--- src/rtl/core/mcp_pkg.sv ---
// ----------------------------------------------------------------------------
// mcp_pkg: shared types and constants for the marker pose core
// Beat layouts, register indexes, datapath widths and the arctangent table.
// ----------------------------------------------------------------------------
package mcp_pkg;

  typedef struct packed {
    logic [15:0] marker_id;
    logic [15:0] corner0_x;
    logic [15:0] corner0_y;
    logic [15:0] corner1_x;
    logic [15:0] corner1_y;
    logic [15:0] corner2_x;
    logic [15:0] corner2_y;
    logic [15:0] corner3_x;
    logic [15:0] corner3_y;
    logic [31:0] stamp_sec;
    logic [29:0] stamp_nsec;
  } in_beat_t;

  typedef struct packed {
    logic [15:0]        bot_id;
    logic               id_valid;
    logic signed [31:0] pos_x;
    logic signed [31:0] pos_y;
    logic signed [15:0] yaw;
    logic [31:0]        out_sec;
    logic [29:0]        out_nsec;
  } out_beat_t;

  // Configuration register indexes
  localparam logic [2:0] REG_OFFSET_X = 3'd0;
  localparam logic [2:0] REG_OFFSET_Y = 3'd1;
  localparam logic [2:0] REG_SCALE    = 3'd2;
  localparam logic [2:0] REG_ROT_COS  = 3'd3;
  localparam logic [2:0] REG_ROT_SIN  = 3'd4;

  typedef struct packed {
    logic signed [20:0] offset_x;
    logic signed [20:0] offset_y;
    logic [23:0]        scale;
    logic signed [15:0] rot_cos;
    logic signed [15:0] rot_sin;
  } cfg_t;

  // Rotated corner coordinate, Q.16
  typedef logic signed [47:0] coord_t;

  // One CORDIC stage: vector, angle (Q.30) and the null-vector flag
  typedef struct packed {
    logic               zero;
    logic signed [49:0] x;
    logic signed [49:0] y;
    logic signed [34:0] z;
  } cstate_t;

  localparam int unsigned ATAN_LEN = 24;
  localparam logic signed [34:0] ANG_PI_Q30 = 35'sd3373259426;
  localparam logic signed [34:0] YAW_MAX    = 35'sd25736;

  function automatic logic signed [34:0] atan_q30(input int unsigned idx);
    logic signed [34:0] a;
    a = '0;
    unique case (idx)
      0:  a = 35'sd843314857;
      1:  a = 35'sd497837829;
      2:  a = 35'sd263043837;
      3:  a = 35'sd133525159;
      4:  a = 35'sd67021687;
      5:  a = 35'sd33543516;
      6:  a = 35'sd16775851;
      7:  a = 35'sd8388437;
      8:  a = 35'sd4194283;
      9:  a = 35'sd2097149;
      10: a = 35'sd1048576;
      11: a = 35'sd524288;
      12: a = 35'sd262144;
      13: a = 35'sd131072;
      14: a = 35'sd65536;
      15: a = 35'sd32768;
      16: a = 35'sd16384;
      17: a = 35'sd8192;
      18: a = 35'sd4096;
      19: a = 35'sd2048;
      20: a = 35'sd1024;
      21: a = 35'sd512;
      22: a = 35'sd256;
      23: a = 35'sd128;
      default: a = '0;
    endcase
    return a;
  endfunction

endpackage

--- src/rtl/core/mcp_merge.sv ---
// ----------------------------------------------------------------------------
// mcp_merge: combine the four lanes
// Centroid with saturation, and the heading vector folded into the right half.
// ----------------------------------------------------------------------------
module mcp_merge
  import mcp_pkg::*;
(
  input  logic               clk,
  input  logic               en,
  input  coord_t             cx [4],
  input  coord_t             cy [4],
  output logic signed [31:0] pos_x,
  output logic signed [31:0] pos_y,
  output cstate_t            cs
);

  logic signed [49:0] sx, sy, vx, vy;
  logic signed [47:0] rx, ry;
  logic signed [31:0] pos_x_r, pos_y_r;
  cstate_t            cs_r, cs_nxt;

  assign sx = 50'(cx[0]) + 50'(cx[1]) + 50'(cx[2]) + 50'(cx[3]) + 50'sd2;
  assign sy = 50'(cy[0]) + 50'(cy[1]) + 50'(cy[2]) + 50'(cy[3]) + 50'sd2;
  assign rx = 48'(sx >>> 2);
  assign ry = 48'(sy >>> 2);

  function automatic logic signed [31:0] sat32(input logic signed [47:0] v);
    logic signed [31:0] r;
    r = 32'(v);
    if (v > 48'sd2147483647) r = 32'sh7FFFFFFF;
    else if (v < -48'sd2147483648) r = 32'sh80000000;
    return r;
  endfunction

  assign vx = 50'(cx[1]) - 50'(cx[0]);
  assign vy = 50'(cy[1]) - 50'(cy[0]);

  always_comb begin
    cs_nxt.zero = (vx == '0) && (vy == '0);
    cs_nxt.x = vx;
    cs_nxt.y = vy;
    cs_nxt.z = '0;
    // Left half: flip the vector and start from plus or minus pi
    if (vx[49]) begin
      cs_nxt.x = -vx;
      cs_nxt.y = -vy;
      cs_nxt.z = vy[49] ? -ANG_PI_Q30 : ANG_PI_Q30;
    end
  end

  always_ff @(posedge clk) begin
    if (en) begin
      pos_x_r <= sat32(rx);
      pos_y_r <= sat32(ry);
      cs_r    <= cs_nxt;
    end
  end

  assign pos_x = pos_x_r;
  assign pos_y = pos_y_r;
  assign cs    = cs_r;

endmodule

--- config.mk ---
export PLATFORM = sky130hd
export DESIGN_NAME = mcp_merge
export DESIGN_NICKNAME = d
export VERILOG_FILES = /design/src/rtl/core/mcp_pkg.sv /design/src/rtl/core/mcp_merge.sv
export SDC_FILE = /design/constraint.sdc
export NUM_CORES = 1
export LEC_CHECK = 0
export BUFFER_PORTS_ARGS = -buffer_cell sky130_fd_sc_hd__buf_2
export CAP_MARGIN = 20
export CORE_ASPECT_RATIO = 1.75
export CORE_MARGIN = 1
export CORE_UTILIZATION = 35
export CTS_CLUSTER_DIAMETER = 120
export DETAILED_ROUTE_END_ITERATION = 12
export PLACE_DENSITY = 0.53
export SLEW_MARGIN = 25
export SYNTH_ARGS = -nofsm -noshare
export SYNTH_HDL_FRONTEND = slang
export SYNTH_SLANG_ARGS = --single-unit
--- constraint.sdc ---
create_clock -name clk -period 7 [get_ports clk]
set_input_delay 1.75 -clock clk [delete_from_list [all_inputs] [get_ports clk]]
set_output_delay 1.75 -clock clk [all_outputs]
set_load 0.03 [all_outputs]
* Yosys cells after proc, flatten, opt, wreduce, memory -nomap -nowiden
Cells that the tools add are included.
** Word-level totals
- Output and inout port bits :: 200
- Input port bits :: 386
- Flip-flop bits (word level) :: 200
- Word-level logic and storage cells :: 30
** Cells by class
- Multiplexer cells :: 4
- Magnitude comparators :: 4
- Reductions and logical operators :: 3
- Add/subtract/negate cells :: 12
** Operators with widths (count)
- $mux 134 :: 1
- $add 49x48->50 :: 2
- $add 50x3->50 const B :: 2
- $add 50x48->50 :: 2
- $logic_not 50->1 :: 2
- $neg 49->50 :: 2
- $add 48x48->49 :: 2
- $sub 48x48->49 :: 2
- $gt 48x32->1 const B :: 2
- $lt 48x32->1 const B :: 2
- $mux 32 :: 2
- $mux 35 :: 1
- $logic_and 1x1->1 :: 1

* Logic depth before layout (Yosys ltp)
Gate-level depths: netlist (run 1).
- Depth in word-level cells :: 6
- Mapped depth :: 18
- Gate-level depth less buffers :: 16

* Least setup slack after synthesis (run 1)
No wires, ideal clock.
- Kind :: input -> register
- Start :: input cy[6] (netlist bit)
- End :: register pos_y_r[24] (netlist: pos_y[24]) (data pin)
- Path buffers :: 1
- Data arrival time :: 6.091 ns
- Library setup time :: 0.272 ns
- Cell stages on the path :: 17
- Path slack :: 0.637 ns
- Path through :: inv_1 fa_1 fa_1 inv_1 ha_1 a21oi_1 o221ai_1 a2111oi_0 a21oi_1 a21o_1 and4_1 nor4_1 a21o_1 a22oi_1 o41ai_1 clkbuf_1 o21ai_0
** Between the ends
- Longest elaborated chain between the ends :: 4
- Elaborated cells between the ends (all ways) :: 5
- Classes of those cells :: add/sub (2); order compare (2); mux (1)
** Ends and longest elaborated chain
- from (decl) :: RTL line mcp_merge.sv:11 : input coord_t cy [4],
- $add 50x48->50 (*) :: RTL line mcp_merge.sv:23 : assign sy = 50'(cy[0]) + 50'(cy[1]) + 50'(cy[2]) + 50'(cy[3]) + 50'sd2;
- $add 50x3->50 (*) :: RTL line mcp_merge.sv:23
- $lt 48x32->1 :: RTL line mcp_merge.sv:31 : else if (v < -48'sd2147483648) r = 32'sh80000000;
- $mux 32 :: RTL line mcp_merge.sv:31
- to (signal assigned) :: RTL line mcp_merge.sv:54 : pos_y_r <= sat32(ry);
- to (decl) :: RTL line mcp_merge.sv:19 : logic signed [31:0] pos_x_r, pos_y_r;
Mark *: on every way between the ends. The rest lies on a longest branch, timed or not.
A chain may end at the register's enable or synchronous reset.

* Worst setup path after layout (run 1)
- Start :: input cy[38] (netlist bit)
- End :: register pos_y_r[7] (netlist: pos_y[7]) (data pin)
The elaborated chain is that of the path after synthesis.

==> impl_metrics.tcl, run 1 <==
set metrics [dict create \
    outcome "finished, final reports clean" \
    areaGrowthSynthToFinish_pct 18.6 \
    row_count 131 \
    antennaDiodeCount 0 \
    yosysTopAreaCellShare 0.195 \
    holdCritPathClass "primary input to flip-flop" \
    placed_area_um2 30100 \
    drive_above_1_share 0.205 \
    arrival_ns 6.95 \
    async_flop_share 0 \
    slew_viol_final 0 \
    p_comb_frac 0.688 \
    hold_violations 0 \
    netSwitchingPower_w 0.00462 \
    grt_usage 0.253 \
    cts_tree "yes" \
    tns_ns 0 \
    die_w_um 207 \
    coreArea_um2 72900 \
    yosysTopAreaCell "edfxtp_1" \
    crit_fanout 31 \
    instances_no_fill 4659 \
    p_seq_frac 0.195 \
    synth_top_family_by_area "adder cells" \
    synth-xor-area-share 0.0843 \
    vdd.ir_drop.worst_mv 0.181 \
    cts_buffers 17 \
    cts_hold_buf 0 \
    startpoint_type "primary input" \
    firstDrtPassIters 5 \
    endpoint_kind "flip-flop" \
    grt_setup_unrepaired "false" \
    die_area_um2 75000 \
    antenna_found_initial 0 \
    relSlewSlack 0.357 \
    grt_max_degree 107 \
    multi_input_area_um2 18100 \
    avgSynthCellArea_um2 8.19 \
    start_util 0.355 \
    ys_seq_area_frac 0.195 \
    hpwl_um 83000 \
    via_per_inst 5.26 \
    cts_sinks 168 \
    synth_common_cells "inv_1, a21oi_1, nand2_1" \
    cts.clk_slew.worst_paths_ns 0.07 \
    sw_frac_of_total 0.509 \
    synthFlopType "edfxtp_1" \
    period_share 0.962 \
    post-route-util 0.421 \
    synth-simple-area-share 0.147 \
    ys.warnings.count 0 \
    gp_congestion 0.995 \
    grt_pass1_wl_um 143000 \
    netlist_top_cells_area "edfxtp_1, fa_1, ha_1, inv_1, a21oi_1" \
    final_nets 4492 \
    max_freq_mhz 149 \
    final_area_um2 30700 \
    maxCapViolations 0 \
    p_int_w 0.00446 \
    synth.cell_area_um2 25900 \
    h-tree-depth 4 \
    drc_errors 0 \
    grt-ovfl-total 0 \
    synth-seq-cells 168 \
    p_per_area_nw_per_um2 296 \
    ff_latch_area_um2 5040 \
    die_h_um 362 \
    holdWs_ns 1.73 \
    synth_edf_count 168 \
    cts_resized 0 \
    cp.required_ns 7.22 \
    post_cts_buffers 0 \
    synth_mux_area_frac 0.00382 \
    clock_path_buffers 2 \
    p_leak_nw 14.6 \
    grt_pass1_vias 25100 \
    placedCellCount 4628 \
    vias 24500 \
    yosysUniqueCellTypes 104 \
    crit_type "primary input to flip-flop" \
    fill_cells 7587 \
    ios 586 \
    layout_min_cycle_time_ns 6.73 \
    ant_nets 0 \
    synth_compound_area_frac 0.219 \
    synth_most_common_cell "inv_1" \
    cts-root-buf "clkbuf_16" \
    yosys.area_share.adder 0.245 \
    finalSetupViolations 0 \
    worst_pin_slew_ns 0.958 \
    drtIter0Drc 1168 \
    port-buffer-count 584 \
    routedWlPerCell_um 20.6 \
    syn_inst 3159 \
    pwr-share-clk 0.116 \
    totalWireLength_um 96000 \
]
power groups by stage:
stage          clock (W)  sequential (W)  combinational, W
2_1_floorplan          0         0.00245           0.00351
3_3_place_gp           0         0.00180           0.00624
3_5_place_dp           0         0.00179           0.00623
4_1_cts          0.00110         0.00178           0.00626
5_1_grt          0.00112         0.00181           0.00681
6_report         0.00106         0.00177           0.00625
final timing paths:
kind,start,end,slack (ns),depth (start not counted)
max,cy[38],pos_y[7],0.27,17
min,cy[144],cs[35],1.73,3
sequential cells by signal (all words and copies together), names as in the netlist:
register / count
cs: 104
pos_x: 32
pos_y: 32
metrics by stage:
step	worst slack [ns]	power, W
2_1_floorplan	0.637	0.00595
3_3_place_gp	-0.377	0.00805
3_5_place_dp	-0.176	0.00802
4_1_cts	0.359	0.00914
5_1_grt	0.104	0.00974
6_report	0.268	0.00908
cell families (layout without fill, tap and decap cells):
family	Yosys count	count (layout)
AOI/OAI and AO/OA	890	890
xor gates and xnor gates	249	249
adders and majority gates	390	390
buffers and inverters	687	1255
DFF	168	168
muxes	9	9
other	1	2
and+or+nand+nor	765	765
area by class of cell:
cell class | instances | share of cell area
clock inverters | 12 | 0.00575
multi-input cells | 2305 | 0.591
inverters | 554 | 0.0678
flip-flops and latches | 168 | 0.164
repair buffers | 670 | 0.119
well taps | 931 | 0.0380
clock buffers | 19 | 0.0141
critical path, stage by stage:
cell	delay (ns)
buf_2	0.11
fa_1	0.56
fa_1	0.42
ha_1	0.48
nand2_1	0.15
nor2_1	0.16
nand2_1	0.15
nor4_1	0.85
o21ai_1	0.56
nand4b_1	0.28
nand3_1	0.11
o41ai_1	0.13
buf_4	0.22
nand4_1	0.11
o41ai_2	0.50
buf_12	0.25
o21ai_0	0.14
routing by layer:
| layer | up-vias | GRT usage | part of all wire |
|---|---|---|---|
| met5 | - | 0 | 0 |
| met4 | 0 | 0.116 | 0.042 |
| met3 | 148 | 0.0375 | 0.048 |
| met2 | 809 | 0.488 | 0.54 |
| met1 | 11600 | 0.267 | 0.37 |
| li1 | 12000 | - | - |
placed cells by master, fill, tap and decap left out, drive strengths merged, types with 9 or more instances in the layout:
| cell | count |
|---|---|
| and3 | 28 |
| inv | 554 |
| fa | 194 |
| nor2b | 16 |
| or3 | 25 |
| nor4 | 26 |
| o21ai | 215 |
| nor2 | 171 |
| nand2 | 229 |
| edfxtp | 168 |
| o21bai | 38 |
| or2 | 16 |
| nand4 | 69 |
| o21a | 41 |
| nand4b | 10 |
| nand3 | 51 |
| xnor2 | 152 |
| o31ai | 27 |
| a211oi | 31 |
| xor2 | 97 |
| a21o | 76 |
| buf | 669 |
| clkbuf | 20 |
| a21oi | 273 |
| nor3 | 58 |
| and2 | 26 |
| nand2b | 9 |
| o211ai | 21 |
| ha | 196 |
| o31a | 9 |
| a31oi | 48 |
No activity file was read; power rests on OpenSTA's default activity.
==> inputs of run 2 (changes only) <==
--- a/config.mk
+++ b/config.mk
@@ -12,7 +12,8 @@
 export CORE_UTILIZATION = 35
 export CTS_CLUSTER_DIAMETER = 120
 export DETAILED_ROUTE_END_ITERATION = 12
-export PLACE_DENSITY = 0.53
+export PLACE_DENSITY = 0.61
+export RECOVER_POWER = 25
 export SLEW_MARGIN = 25
 export SYNTH_ARGS = -nofsm -noshare
 export SYNTH_HDL_FRONTEND = slang
==> run 2 against run 1 <==
Net effect:
- the flow now finishes with violations (capacitance limit, slew limit)
- non-clock buffer count shrank 18
- die area is the same
- first-iteration DRC count shrank 15%
- largest cell class unchanged
- highest routed layer is now met5
==> impl_metrics.tcl, run 2 (synthesized netlist as in run 1, its figures left out) <==
set metrics [dict create \
    violations "capacitance limit, slew limit" \
    tns_ns 0 \
    row_count 131 \
    port-buffer-count 584 \
    arrival_ns 6.74 \
    p_seq_frac 0.199 \
    endpoint_kind "flip-flop" \
    drc_errors 0 \
    grt_pass1_vias 25300 \
    p_per_area_nw_per_um2 293 \
    grt_pass1_wl_um 141000 \
    antenna_found_initial 4 \
    holdCritPathClass "primary input to flip-flop" \
    coreArea_um2 72900 \
    grt_max_degree 111 \
    p_int_w 0.00430 \
    totalWireLength_um 93700 \
    cts_sinks 168 \
    grt-ovfl-total 0 \
    holdPathEnd "cs[35]" \
    worst_pin_slew_ns 3.75 \
    cts_tree "yes" \
    period_share 0.928 \
    antennaDiodeCount 0 \
    netSwitchingPower_w 0.00461 \
    max_freq_mhz 154 \
    via_per_inst 5.34 \
    slowest_delay_ns 0.58 \
    h-tree-depth 4 \
    ios 586 \
    final_common_cell "buf_2" \
    maxCapViolations 2 \
    cts.clk_slew.worst_paths_ns 0.07 \
    grt_usage 0.248 \
    fill_cells 7597 \
    placedCellCount 4610 \
    drive_above_1_share 0.201 \
    cts_resized 0 \
    gp_congestion 1.02 \
    hold_violations 0 \
    instances_no_fill 4642 \
    largest_reg_flops 104 \
    mostFrequentLayoutCells "buf_2, inv_1, a21oi_1" \
    cp.required_ns 7.25 \
    post_cts_buffers 0 \
    clock_path_buffers 2 \
    crit_path_top_delay_cell "o41ai_2" \
    ant_nets 0 \
    cts_hold_buf 0 \
    slew_viol_final 171 \
    cts-root-buf "clkbuf_16" \
    firstDrtPassIters 7 \
    hold_depth 3 \
    p_comb_frac 0.692 \
    die_h_um 362 \
    hpwl_um 80400 \
    routedWlPerCell_um 20.2 \
    p_leak_nw 14.5 \
    die_area_um2 75000 \
    final_nets 4474 \
    layout_min_cycle_time_ns 6.49 \
    drtIter0Drc 998 \
    ff_latch_area_um2 5040 \
    cts_buffers 17 \
    vdd.ir_drop.worst_mv 0.182 \
    outcome "finished with violations" \
    start_util 0.355 \
    path_cells "buf_2, inv_1, fa_1, fa_1, inv_1, ha_1, a21oi_1, o221ai_1, a2111oi_0, a21oi_1, a21o_1, and4_1, nor4_1, a21o_1, a22oi_1, o41ai_2, buf_12, o21ai_0" \
    vias 24800 \
    hold_start "cy[144]" \
    sw_frac_of_total 0.517 \
    crit_fanout 31 \
    areaGrowthSynthToFinish_pct 17.7 \
    relSlewSlack -1.50 \
    multi_input_area_um2 18100 \
    grt_setup_unrepaired "false" \
    startpoint_type "primary input" \
    die_w_um 207 \
    pwr-share-clk 0.109 \
    crit_type "primary input to flip-flop" \
    finalSetupViolations 0 \
]
-- run 2: cell count changes in the layout (fill, tap and decap cells not counted), moves of 2 or more --
| cell | change |
|---|---|
| buf_12 | -2 |
| bufinv_16 | -3 |
| buf_2 | -2 |
| inv_6 | +4 |
| buf_4 | -17 |
| clkbuf_1 | +2 |
-- run 2: worst max path at each step --
| stage | from | end | slack (ns) | cells after the start |
|---|---|---|---|---|
| 3_5_place_dp | cy[10] | pos_y[4] | 0.03 | 18 |
| 2_1_floorplan | cy[6] | pos_y[24] | 0.64 | 17 |
| 3_3_place_gp | cy[10] | pos_y[3] | 0.12 | 18 |
| 5_1_grt | cx[16] | pos_x[10] | 0.28 | 18 |
| 4_1_cts | cy[10] | pos_y[4] | 0.63 | 18 |
| 6_report | cy[10] | pos_y[2] | 0.51 | 18 |
-- run 2: power by group through the flow --
stage          sequential (W)  combinational [W]  clock, W
3_3_place_gp          0.00180            0.00609         0
4_1_cts               0.00178            0.00613   0.00101
5_1_grt               0.00180            0.00670   0.00103
2_1_floorplan         0.00245            0.00351         0
3_5_place_dp          0.00179            0.00610         0
6_report              0.00177            0.00616  0.000971
-- run 2: worst max-delay path: cells and delay by family --
family,cells,cell delay [ns]
compound gates,9,2.48
fa+ha+maj,3,1.39
simple gates,2,0.67
buf+inv,4,0.39
-- run 2: final cells by class --
class	count	area share
Clock buffer	18	0.0141
Inverter	554	0.0683
Clock inverter	14	0.00407
Timing Repair Buffer	652	0.114
Multi-Input combinational cell	2305	0.595
Tap cell	931	0.0383
Sequential cell	168	0.166
-- run 2: per-layer routing --
metal	track usage	share of wire	up-vias
li1	-	-	12000
met1	0.248	0.36	11700
met2	0.474	0.53	870
met3	0.0455	0.050	209
met4	0.146	0.058	6
met5	0	0.00040	-
-- run 2: per-stage QoR --
stage | utilization | cell area [um^2] | setup WS (ns) | power (W) | hold WS, ns
after global routing | 0.417 | 30400 | 0.276 | 0.00954 | 1.71
after global placement | 0.410 | 29900 | 0.117 | 0.00789 | 2.23
final | 0.417 | 30400 | 0.505 | 0.00891 | 1.73
after CTS | 0.418 | 30500 | 0.626 | 0.00892 | 1.67
after detailed placement | 0.410 | 29900 | 0.0347 | 0.00788 | 2.23
after floorplan | - | 25900 | 0.637 | 0.00595 | 1.86
